## config.mk

```make
export PLATFORM = sky130hd
export DESIGN_NAME = vn_sqsum
export DESIGN_NICKNAME = d
export VERILOG_FILES = /design/src/vn_pkg.sv /design/src/vn_sqsum.sv
export SDC_FILE = /design/constraint.sdc
export NUM_CORES = 2
export LEC_CHECK = 0
export ABC_AREA = 1
export BUFFER_PORTS_ARGS = -buffer_cell sky130_fd_sc_hd__buf_2
export CORE_UTILIZATION = 60
export CTS_CLUSTER_SIZE = 20
export DETAILED_ROUTE_END_ITERATION = 10
export PLACE_DENSITY_LB_ADDON = 0.3
export SLEW_MARGIN = 20
export SYNTH_ARGS = -nofsm -noshare
export SYNTH_HDL_FRONTEND = slang
export SYNTH_SLANG_ARGS = --single-unit
```

## constraint.sdc

```tcl
create_clock -name clk -period 7.7 [get_ports clk]
set_input_delay 0.385 -clock clk [delete_from_list [all_inputs] [get_ports clk]]
set_output_delay 0.385 -clock clk [all_outputs]
set_load 0.1 [all_outputs]
```

## src/vn_pkg.sv

```systemverilog
// vn_pkg: shared types and default sizes for the vector normalizer
// no dependencies
`timescale 1ns / 1ps

package vn_pkg;

  localparam int unsigned DefCoordWidth = 16;
  localparam int unsigned DefFracBits   = 14;
  localparam int unsigned NumLanes      = 3;

  // control that rides along with every pipeline stage
  typedef struct packed {
    logic       valid;
    logic       zero;
    logic [2:0] neg;
  } ctl_t;

endpackage

```

## src/vn_sqsum.sv

```systemverilog
// vn_sqsum: magnitude, squares and sum of squares, three register stages
// depends on vn_pkg
`timescale 1ns / 1ps

module vn_sqsum import vn_pkg::*; #(
  parameter int unsigned CW = DefCoordWidth,
  parameter int unsigned F  = DefFracBits,
  parameter int unsigned W  = 2 * CW + 2 * F + 6
) (
  input  logic                 clk,
  input  logic                 rst_n,
  input  logic                 en,
  input  logic                 valid_in,
  input  logic signed [CW-1:0] coord [NumLanes],
  output ctl_t                 ctl_out,
  output logic signed [W-1:0]  sum_out,
  output logic signed [W-1:0]  tgt_out [NumLanes]
);

  ctl_t                ctl1_r, ctl2_r, ctl3_r;
  logic [CW-1:0]       mag_r [NumLanes];
  logic [2*CW-1:0]     sq_r  [NumLanes];
  logic signed [W-1:0] sum_r;
  logic signed [W-1:0] tgt_r [NumLanes];
  ctl_t                ctl1_nxt;
  logic [CW-1:0]       mag_nxt [NumLanes];

  always_comb begin
    ctl1_nxt.valid = valid_in;
    for (int i = 0; i < NumLanes; i++) begin
      ctl1_nxt.neg[i] = coord[i][CW-1];
      mag_nxt[i] = coord[i][CW-1] ? (~coord[i] + 1'b1) : coord[i];
    end
    ctl1_nxt.zero = (coord[0] == '0) && (coord[1] == '0) && (coord[2] == '0);
  end

  always_ff @(posedge clk) begin
    if (!rst_n) begin
      ctl1_r <= '0;
      ctl2_r <= '0;
      ctl3_r <= '0;
    end else if (en) begin
      ctl1_r <= ctl1_nxt;
      ctl2_r <= ctl1_r;
      ctl3_r <= ctl2_r;
    end
  end

  always_ff @(posedge clk) begin
    if (en) begin
      for (int i = 0; i < NumLanes; i++) begin
        mag_r[i] <= mag_nxt[i];
        sq_r[i]  <= mag_r[i] * mag_r[i];
        tgt_r[i] <= W'(sq_r[i]) << (2 * F + 2);
      end
      sum_r <= W'(sq_r[0]) + W'(sq_r[1]) + W'(sq_r[2]);
    end
  end

  assign ctl_out = ctl3_r;
  assign sum_out = sum_r;
  assign tgt_out = tgt_r;

endmodule

```

## Yosys cells after proc, flatten, opt, wreduce, memory -nomap -nowiden

Memories as Yosys holds them, arrays and structs flattened.
Cells that the tools add are included.

| storage, ports and cells | value |
|---|---|
| bits in registers | 177 |
| RAM bits | 144 |
| input port bits | 52 |
| output and inout port bits | 269 |
| word-level logic and storage cells | 36 |
| memories | 2 |

| cells by class | value |
|---|---|
| $add $sub $neg | 5 |
| $mul | 3 |
| multiplexer cells | 5 |
| bitwise operators | 3 |
| reductions and logical operators | 5 |

Memories:

| memory | words | bits a word | read ports | clocked after Yosys merged registers in | wr ports | line | source |
|---|---|---|---|---|---|---|---|
| sq_r | 3 | 32 | 3 | 0 | 3 | vn_sqsum.sv:22 | `logic [2*CW-1:0] sq_r [NumLanes];` |
| mag_r | 3 | 16 | 3 | 0 | 3 | vn_sqsum.sv:21 | `logic [CW-1:0] mag_r [NumLanes];` |

Operator list:

| cell | count |
|---|---|
| 16-bit by 16-bit multiplier with 32-bit output | 3 |
| 16-bit by 1-bit adder with 16-bit output, second input constant | 3 |
| 16-bit logical NOT | 3 |
| 16-bit two-way mux | 3 |
| 16-bit inverter | 3 |
| 33-bit by 32-bit adder with 34-bit output | 1 |
| 32-bit by 32-bit adder with 33-bit output | 1 |
| 1-bit logical AND | 2 |
| 1-bit two-way mux | 2 |

## Longest topological paths before layout

| depth | value |
|---|---|
| depth in word-level cells | 3 |
| gate-level depth with buffers | 27 |
| mapped depth without buffers | 25 |

## Worst setup path before layout

Ideal clock, no wire load.

| path | value |
|---|---|
| kind | reg2reg |
| start | memory mag_r[0][41] (netlist bit) |
| end | memory sq_r[0][94] (netlist bit) (data pin) |
| setup time | 0.252 ns |
| data arrival time | 5.178 ns |
| data required time | 7.448 ns |
| path slack | 2.269 ns |
| cell stages (with the launch flop) | 22 |
| path buffers | 2 |
| clock period less this slack | 5.431 ns |
| cells stage by stage | edfxtp_1 > clkbuf_1 > clkbuf_1 > nand2_1 > fa_1 > inv_1 > fa_1 > inv_1 > fa_1 > fa_1 > fa_1 > fa_1 > inv_1 > ha_1 > nand2_1 > inv_2 > a21oi_1 > nand3_1 > nand2_1 > nand2_1 > nand2_1 > nand2_1 |

RTL lines:

| item | line |
|---|---|
| start, declared | vn_sqsum.sv:21 |
| end, declared | vn_sqsum.sv:22 |

==> results.toml <==
[cts]
cts_buffer_depth = 3
cts.sink_count = 283
cts_setup_buffers = 0
root_buffer = "clkbuf_16"
clk_transition_reported_paths_ns = 0.06
numCtsBuffers = 34
cts-hold-fix-buffers = 0
cts_max_level = 2
cts_tree = "yes"
ctsResizeCount = 0
clk_latency_ns = 0.56

[sta]
setup_viol = 0
rsz0062_at_grt = "no"
min_period_ns = 6.02
fin_skew_ns = 0.0251
setup_tns_ns = 0
fin_crit_sh_pct = 78.2
fmax_mhz = 166
max_slew_margin_pct = 44.2
slew_viol_final = 0
hold_viol = 0
worst_pin_slew_ns = 0.837

[floorplanning]
core_area_sq_um = 61800
fp-row-count = 91
io_pins = 321
die_h_um = 252
initial_core_util_pct = 60.8
die_w_um = 252
dieArea_sq_um = 63700

[min_path]
hold_path_depth = 1
hp-start = "coord[0]"
hold_path_class = "input pin to register"
min_to = "mag_r[0][32]$_DFFE_PP_"

[synthesis]
synth_edf_count = 268
avgSynthCellArea_sq_um = 8.31
syn_inst = 4525
yosys.area.top_type = "fa_1"
synth_seq_cells = 283
synth_top_area_share_pct = 27.6
synth_warnings = 0
ys_top_cells_by_area = "fa_1 28%, edfxtp_1 21%, inv_1 12%"
ys_seq_area_share_pct = 22.2
synth_common_cells = "1237 x inv_1, 1162 x nand2_1, 518 x fa_1"
syn_area_sq_um = 37600
yosysMostFrequentCell = "inv_1"
synth_ff_type = "edfxtp_1"
synth-async-reset-ratio_pct = 0
ys_types = 37

[setup_path]
path_buf_inv = 6
rrSetupSlack_ns = 1.68
rr_startpoint = "mag_r[0][41]$_DFFE_PP_"
r2r-end = "sq_r[0][87]$_DFFE_PP_"
cp.required_ns = 8.01
reg2reg_depth = 21
cp-start-kind = "register"
path_delay_family = "adder cells"
path_depth = 21
critPathKind = "register to register"
path_cells = "nand2_1 -> fa_1 -> inv_1 -> fa_1 -> inv_1 -> fa_1 -> inv_1 -> fa_1 -> fa_1 -> inv_1 -> fa_1 -> inv_1 -> ha_1 -> nand2_1 -> inv_1 -> a21oi_1 -> nand3_1 -> nand2_1 -> nand2_1 -> nand2_1 -> nand2_1"
crit_path_end_kind = "register"
crit_fanout = 17
crit_slowest_cell = "edfxtp_1"
arrival_ns = 6.33
slowest_delay_ns = 0.89

[global_routing]
antenna_found_initial = 1
grt_use_total_pct = 28.7
grt_pass1_vias = 27400
grt_max_degree = 96
grt_pass1_wl_mm = 143
overflow = 0

[run]
cap_violations = 0

[detailed_routing]
drt_iter0_markers = 1996
drc = 0
via_count = 27600
postRouteWirelength_mm = 87.4
viasPerCell = 5.01
routedWlPerCell_um = 15.9
ant_nets = 0
dr.pass1.iters = 6

[placed_design]
dp_hpwl_mm = 73.6
port_buffers = 183
gp_congestion = 1.04

[run_status]
status = "finished clean"

[layout]
drive_gt1_share_pct = 6.42
fin_util_pct = 64.5
fillers = 5211
areaGrowthSynthToFinish_pct = 6.03
antenna_cells = 0
nets = 5556
==> state kept, by name (all words and copies together), names as in the netlist <==
register,flops
sum_out,34
mag_r,48
tgt_out,93
ctl_out,5
ctl1_r,5
sq_r,93
ctl2_r,5
==> how the worst max path moves through the flow <==
stage / from / endpoint / slack (ns)
finish: mag_r[0][41]$_DFFE_PP_ / sq_r[0][87]$_DFFE_PP_ / 1.68
global route: mag_r[0][41]$_DFFE_PP_ / sq_r[0][87]$_DFFE_PP_ / 1.30
CTS: mag_r[0][41]$_DFFE_PP_ / sq_r[0][95]$_DFFE_PP_ / 1.68
detailed placement: mag_r[0][41]$_DFFE_PP_ / sq_r[0][87]$_DFFE_PP_ / 1.72
global placement: mag_r[0][41]$_DFFE_PP_ / sq_r[0][87]$_DFFE_PP_ / 1.81
floorplan: mag_r[0][41]$_DFFE_PP_ / sq_r[0][94]$_DFFE_PP_ / 2.27
==> final cells by class <==
cell class | count | area (sq um) | share of cell area (%)
flip-flops and latches | 283 | 8350 | 20.9
repair buffers | 186 | 948 | 2.38
clock inverters | 20 | 269 | 0.675
inverters | 1241 | 4660 | 11.7
clock buffers | 38 | 887 | 2.23
well taps | 837 | 1050 | 2.63
multi-input cells | 2904 | 23700 | 59.5
==> layer usage <==
| metal | global-route usage, % | share of wire [%] | vias up |
|---|---|---|---|
| met5 | 0 | 0 | - |
| met4 | 9.28 | 3.6 | 0 |
| met3 | 3.20 | 7.4 | 149 |
| met2 | 45.4 | 45 | 1023 |
| met1 | 41.5 | 44 | 13100 |
| li1 | - | - | 13300 |
==> stage by stage <==
step           hold slack, ns  instances  cell area, sq um  setup slack [ns]
6_report               0.0409       5509             39900              1.68
5_1_grt                0.0334       5509             39900              1.30
4_1_cts               0.00116       5509             39900              1.68
3_5_place_dp            0.445       5451             38700              1.72
3_3_place_gp            0.433       5451             38700              1.81
2_1_floorplan           0.424       4664             38100              2.27
==> logic make-up (layout without fill, tap and decap cells) <==
logic type / count (synthesis) / after routing / share of synthesized area, %
XOR/XNOR: 130 / 130 / 3.03
AO/OA/AOI/OAI: 156 / 156 / 2.34
flip-flops: 283 / 283 / 22.2
other: 1 / 140 / 0.00998
adder cells (fa/ha/maj): 854 / 854 / 38.8
buffers and inverters: 1477 / 1485 / 16.1
AND/OR/NAND/NOR: 1624 / 1624 / 17.5
==> cell usage in the layout (no fill, tap or decap), types with 32 or more instances in the layout <==
master | netlist | final
nand2_1 | 1162 | 1162
edfxtp_1 | 268 | 268
xor2_1 | 112 | 112
fa_1 | 518 | 518
o21ai_0 | 32 | 32
conb_1 | 1 | 140
nand3_1 | 129 | 129
clkbuf_16 | 0 | 35
a21oi_1 | 87 | 87
ha_1 | 336 | 336
buf_2 | 5 | 182
inv_1 | 1237 | 1237
nor2_1 | 222 | 222
Power is left out: the tool's default activity adds up to more than one toggle a clock period on the data nets, which glitch-free logic cannot reach.
