--- config.mk ---
export PLATFORM = sky130hd
export DESIGN_NAME = vn_root_step
export DESIGN_NICKNAME = d
export VERILOG_FILES = /design/src/vn_pkg.sv /design/src/vn_root_step.sv
export SDC_FILE = /design/constraint.sdc
export NUM_CORES = 2
export LEC_CHECK = 0
export ABC_AREA = 1
export BUFFER_PORTS_ARGS = -buffer_cell sky130_fd_sc_hd__buf_4
export CAP_MARGIN = 15
export CORE_AREA = 2 2 552 554
export CTS_CLUSTER_SIZE = 25
export DETAILED_ROUTE_END_ITERATION = 7
export DIE_AREA = 0 0 554 556
export PLACE_DENSITY = 0.48
export SETUP_SLACK_MARGIN = 0.4
export SYNTH_ARGS = -nofsm -noshare
export SYNTH_HDL_FRONTEND = slang
export SYNTH_SLANG_ARGS = --single-unit
--- constraint.sdc ---
create_clock -name clk -period 6.2 [get_ports clk]
set_input_delay 0 -clock clk [delete_from_list [all_inputs] [get_ports clk]]
set_output_delay 0 -clock clk [all_outputs]
set_load 0.005 [all_outputs]
--- src/vn_pkg.sv ---
// vn_pkg: shared types and default sizes for the vector normalizer
// no dependencies
`timescale 1ns / 1ps

package vn_pkg;

  localparam int unsigned DefCoordWidth = 16;
  localparam int unsigned DefFracBits   = 14;
  localparam int unsigned NumLanes      = 3;

  // control that rides along with every pipeline stage
  typedef struct packed {
    logic       valid;
    logic       zero;
    logic [2:0] neg;
  } ctl_t;

endpackage

--- src/vn_root_step.sv ---
// vn_root_step: one quotient bit of the rounded length division, all three lanes
// depends on vn_pkg
`timescale 1ns / 1ps

module vn_root_step import vn_pkg::*; #(
  parameter int unsigned CW  = DefCoordWidth,
  parameter int unsigned F   = DefFracBits,
  parameter int unsigned W   = 2 * CW + 2 * F + 6,
  parameter int unsigned QW  = F + 2,
  parameter int unsigned BIT = 0
) (
  input  logic                 clk,
  input  logic                 rst_n,
  input  logic                 en,
  input  ctl_t                 ctl_in,
  input  logic signed [W-1:0]  sum_in,
  input  logic signed [W-1:0]  tgt_in [NumLanes],
  input  logic signed [W-1:0]  acc_in [NumLanes],
  input  logic signed [W-1:0]  lin_in [NumLanes],
  input  logic [QW-1:0]        q_in   [NumLanes],
  output ctl_t                 ctl_out,
  output logic signed [W-1:0]  sum_out,
  output logic signed [W-1:0]  tgt_out [NumLanes],
  output logic signed [W-1:0]  acc_out [NumLanes],
  output logic signed [W-1:0]  lin_out [NumLanes],
  output logic [QW-1:0]        q_out   [NumLanes]
);

  // acc = (2q-1)^2 * S, lin = (2q-1) * S
  ctl_t                ctl_r;
  logic signed [W-1:0] sum_r;
  logic signed [W-1:0] tgt_r [NumLanes];
  logic signed [W-1:0] acc_r [NumLanes];
  logic signed [W-1:0] lin_r [NumLanes];
  logic [QW-1:0]       q_r   [NumLanes];
  logic signed [W-1:0] trial [NumLanes];
  logic                take  [NumLanes];

  always_comb begin
    for (int i = 0; i < NumLanes; i++) begin
      trial[i] = acc_in[i] + (lin_in[i] <<< (BIT + 2)) + (sum_in <<< (2 * BIT + 2));
      take[i]  = trial[i] <= tgt_in[i];
    end
  end

  always_ff @(posedge clk) begin
    if (!rst_n) begin
      ctl_r <= '0;
    end else if (en) begin
      ctl_r <= ctl_in;
    end
  end

  always_ff @(posedge clk) begin
    if (en) begin
      sum_r <= sum_in;
      for (int i = 0; i < NumLanes; i++) begin
        tgt_r[i] <= tgt_in[i];
        if (take[i]) begin
          acc_r[i] <= trial[i];
          lin_r[i] <= lin_in[i] + (sum_in <<< (BIT + 1));
          q_r[i]   <= q_in[i] | (QW'(1) << BIT);
        end else begin
          acc_r[i] <= acc_in[i];
          lin_r[i] <= lin_in[i];
          q_r[i]   <= q_in[i];
        end
      end
    end
  end

  assign ctl_out = ctl_r;
  assign sum_out = sum_r;
  assign tgt_out = tgt_r;
  assign acc_out = acc_r;
  assign lin_out = lin_r;
  assign q_out   = q_r;

endmodule
### Word-level counts from Yosys, hierarchy flattened

Index checks and enable logic that the tools add are counted.

* bits in registers: 713
* input port bits: 716
* output and inout bits: 713
* logic and storage cells: 37

* add/sub/neg operators: 9
* order comparisons: 3
* multiplexer cells: 6

Operator list (number)
* 66-bit adder: 9
* 66-bit two-way mux: 6
* 66-bit <= comparator: 3

### Logic depth before layout (Yosys ltp)

* word-level depth: 4
* gate-level depth with buffers: 36
* mapped depth without buffers: 34

### Worst setup path before layout

Ideal clock, no wire load.

* path type: input-to-reg
* start: in sum_in[1]
* end: reg lin_r, in the netlist lin_out[121] (data pin)
* library setup time: 253 ps
* arrival time: 4028 ps
* required time: 5947 ps
* setup slack: 1920 ps
* stages: 33
* path buffers: 2
* cell sequence: inv_1 -> fa_1 -> inv_1 -> ha_1 -> inv_1 -> fa_1 -> inv_1 -> nand3_1 -> nand2_1 -> nand2_1 -> nand2_1 -> nand3_1 -> nand3_1 -> nand2_1 -> nand2_1 -> nand2_1 -> nand3b_1 -> nand2_1 -> ha_1 -> nand2_1 -> nor2_2 -> and2_1 -> nand3_1 -> nor2_1 -> nand2_1 -> nand2_1 -> nor2_1 -> nand3_2 -> nand3_2 -> buf_4 -> buf_4 -> nand2_1 -> nand2_1

* word-level cells in the longest chain between the ends: 3
* elaborated cells on any way between the ends: 4
* those cells by class: add/sub: 2; order compare: 1; mux: 1

Ends and longest elaborated chain
* start, declared: line vn_root_step.sv:16 `input logic signed [W-1:0] sum_in,`
* 66-bit adder: line vn_root_step.sv:41 `trial[i] = acc_in[i] + (lin_in[i] <<< (BIT + 2)) + (sum_in <<< (2 * BIT + 2));`
* 66-bit <= comparator: line vn_root_step.sv:42 `take[i] = trial[i] <= tgt_in[i];`
* 66-bit two-way mux *: line vn_root_step.sv:59 `if (take[i]) begin`
* end signal, assigned by index: line vn_root_step.sv:61 `lin_r[i] <= lin_in[i] + (sum_in <<< (BIT + 1));`
* end signal, assigned by index: line vn_root_step.sv:65 `lin_r[i] <= lin_in[i];`
* end, declared: line vn_root_step.sv:34 `logic signed [W-1:0] lin_r [NumLanes];`

Every way passes the cells marked *; elsewhere a longest branch is shown, timed or not.
A chain may end at the register's enable or synchronous reset.

### Worst setup path in the final report

* start: in acc_in[31] in the netlist's numbering
* end: reg lin_r, in the netlist lin_out[1] (data pin)

* word-level cells in the longest chain between the ends: 4

Ends and longest elaborated chain
* start, declared: line vn_root_step.sv:18 `input logic signed [W-1:0] acc_in [NumLanes],`
* 66-bit adder (2 in a row): line vn_root_step.sv:41
* 66-bit <= comparator: line vn_root_step.sv:42
* 66-bit two-way mux: line vn_root_step.sv:59

No other way between the ends.

==> results.sh <==
export IMPL_insertion_delay_ns=0.80
export IMPL_grt_pass1_vias=73155
export IMPL_synth_seq_cells=713
export IMPL_fin_nets=13178
export IMPL_yosys_top_cells_area="edfxtp_1 32%, nand2_1 16%, ha_1 11%"
export IMPL_p_int_w=0.0161
export IMPL_p_clk_frac=0.193
export IMPL_ir_worst_vdd_uv=349
export IMPL_yosys_area_top_type="edfxtp_1"
export IMPL_grt_max_degree=136
export IMPL_drc_errors=0
export IMPL_grt_pass1_wl_mm=601
export IMPL_drv_slew=0
export IMPL_synth_warnings=0
export IMPL_ant_nets=0
export IMPL_comb_power_share=0.545
export IMPL_end_kind="flip-flop"
export IMPL_crit_type="input port to flip-flop"
export IMPL_max_slew_margin_rel=0.254
export IMPL_cts_sinks=713
export IMPL_cellLeakagePower_nw=44.8
export IMPL_worst_pin_slew_ns=1.12
export IMPL_totalWireLength_mm=451
export IMPL_hold_class="input port to flip-flop"
export IMPL_power_density_mw_per_mm2=308
export IMPL_netSwitchingPower_w=0.0135
export IMPL_syn_num_nets=10705
export IMPL_layout_common_cells="2788 x nand2_1, 1519 x buf_4, 1345 x inv_1, 1038 x nor2_1, 986 x dlygate4sd3_1"
export IMPL_finalCritPeriodShare=0.920
export IMPL_track_usage=0.280
export IMPL_core_area_mm2=0.302
export IMPL_vias=76406
export IMPL_place_gp_congestion=1.02
export IMPL_portBuffers=1428
export IMPL_tns_ns=0
export IMPL_totalPowerFinal_w=0.0296
export IMPL_drive_above_1_share=0.148
export IMPL_cp_data_required_time_ns=6.76
export IMPL_yosysSeqAreaShare=0.320
export IMPL_die_h_um=556
export IMPL_rsz0062_at_grt="yes"
export IMPL_cts_tree="built"
export IMPL_synth_top_area_share=0.319
export IMPL_final_min_clock_period_ns=5.71
export IMPL_cts_htree_levels=3
export IMPL_dpl_cell_count=14575
export IMPL_final_common_cell="nand2_1"
export IMPL_clock_path_buffers=4
export IMPL_dr_first_iter_drc_count=8079
export IMPL_crit_top_cell="nand2_1"
export IMPL_cts_buffers=97
export IMPL_pwr_share_seq=0.262
export IMPL_wl_per_cell_um=28.6
export IMPL_crit_arrival_ns=6.27
export IMPL_timing_hold_ws_ns=0.0777
export IMPL_dr_pass1_iters=6
export IMPL_dieArea_mm2=0.308
export IMPL_wl_met1_mm=188
export IMPL_path_buf_inv=8
export IMPL_ys_types=36
export IMPL_overflow=0
export IMPL_via_per_inst=4.85
export IMPL_areaGrowthSynthToFinish_pct=44.1
export IMPL_antenna_found_initial=79
export IMPL_path_max_fanout=40
export IMPL_root_buffer="clkbuf_16"
export IMPL_maxCapViolations=0
export IMPL_num_rows=202
export IMPL_stdcell_count=15764
export IMPL_ios=1429
export IMPL_worstSetupStartpointType="input port"
export IMPL_hpwl_mm=376
export IMPL_swShare=0.456
export IMPL_fmax_ghz=0.175
export IMPL_start_util=0.221
export IMPL_status="finished, final reports clean"
export IMPL_finalHoldViolCount=0
export IMPL_syn_inst=9218
export IMPL_finalSetupViolations=0
export IMPL_finalClockSkew_ns=0
export IMPL_clk_pin_slew_ns=0.06
export IMPL_syn_area_mm2=0.0667
export IMPL_dr_wl_met2_mm=206
export IMPL_crit_family="simple AND/OR/NAND/NOR gates"
export IMPL_die_x_um=554
export IMPL_slowest_delay_ns=0.56
export IMPL_syn_area_per_cell_um2=7.23
export IMPL_routed_top_layer="met5"
export IMPL_slowest_stage="dlygate4sd3_1"
export IMPL_wl_met3_mm=34.1
## per-stage QoR
step           cell area (um^2)  worst slack, ns  utilization
3_5_place_dp              82800            0.130        0.274
2_1_floorplan             66700             1.92            -
5_1_grt                   96000            0.388        0.318
3_3_place_gp              82800            0.188        0.274
4_1_cts                   95700            0.403        0.317
6_report                  96100            0.494        0.318
## Yosys cell counts, drive strengths merged
cell type,instances
a21boi,20
a21o,25
a21oi,596
a31o,4
a31oi,4
and2,9
and3,4
buf,102
clkbuf,66
dfxtp,5
edfxtp,708
fa,195
ha,576
inv,1346
nand2,2806
nand2b,1
nand3,405
nand3b,19
nand4,468
nor2,1049
nor3,89
nor3b,2
nor4,21
o211ai,4
o21a,22
o21ai,371
o21bai,67
or2,2
xnor2,23
xor2,209
## timing repair
item	4_1_cts	5_1_grt
endpoints found under the setup margin	0	179
hold endpoints to repair	784	0
gates resized for setup	0	59
hold buffers	986	0
setup buffers	0	8
## power groups by stage
stage	Combinational (W)	Sequential, W	Clock, W
3_5_place_dp	0.0152	0.00784	0
3_3_place_gp	0.0152	0.00787	0
4_1_cts	0.0158	0.00777	0.00583
5_1_grt	0.0174	0.00783	0.00599
2_1_floorplan	0.00770	0.00765	0
6_report	0.0161	0.00777	0.00570
## cell families (layout without fill, tap and decap cells)
logic type	count (synthesis)	in the layout	share of synthesized area
fa+ha+maj	771	771	0.167
compound gates	1113	1113	0.0890
xor+xnor	232	232	0.0305
flops	713	713	0.320
other cells	0	26	0
buf+inv	1514	4056	0.0893
simple gates	4875	4875	0.304
## final timing paths
| check | startpoint | end | slack [ns] | cells after the start |
|---|---|---|---|---|
| max | acc_in[31] | lin_out[1] | 0.49 | 29 |
| min | acc_in[76] | acc_out[76] | 0.08 | 4 |
| max reg2reg | ctl_out[0] | ctl_out[0] | 5.00 | 3 |
| min reg2reg | ctl_out[3] | ctl_out[3] | 1.04 | 3 |
## registers in the layout, summed over array words and instances (netlist names)
register / count
acc_out: 198
lin_out: 198
ctl_out: 5
sum_out: 66
q_out: 48
tgt_out: 198
## cell type report
type | instances | area, um^2
Clock inverter | 47 | 531
Antenna cell | 26 | 65.1
Inverter | 1346 | 5050
Multi-Input combinational cell | 6991 | 39600
Fill cell | 32816 | 206000
Sequential cell | 713 | 21400
Timing Repair Buffer | 2542 | 22000
Clock buffer | 121 | 2530
Tap cell | 3978 | 4980
## worst reg2reg max path, cell delays in order (launching register included)
cell           delay, ns
dfxtp_1             0.33
o21ai_0             0.14
nor2_1              0.05
dlygate4sd3_1       0.56
## metal layers
| layer | global-route usage | up-vias |
|---|---|---|
| li1 | - | 35377 |
| met1 | 0.362 | 36762 |
| met2 | 0.461 | 3638 |
| met3 | 0.0491 | 611 |
| met4 | 0.115 | 18 |
| met5 | 0 | - |
Power figures use the tool's default switching activity.
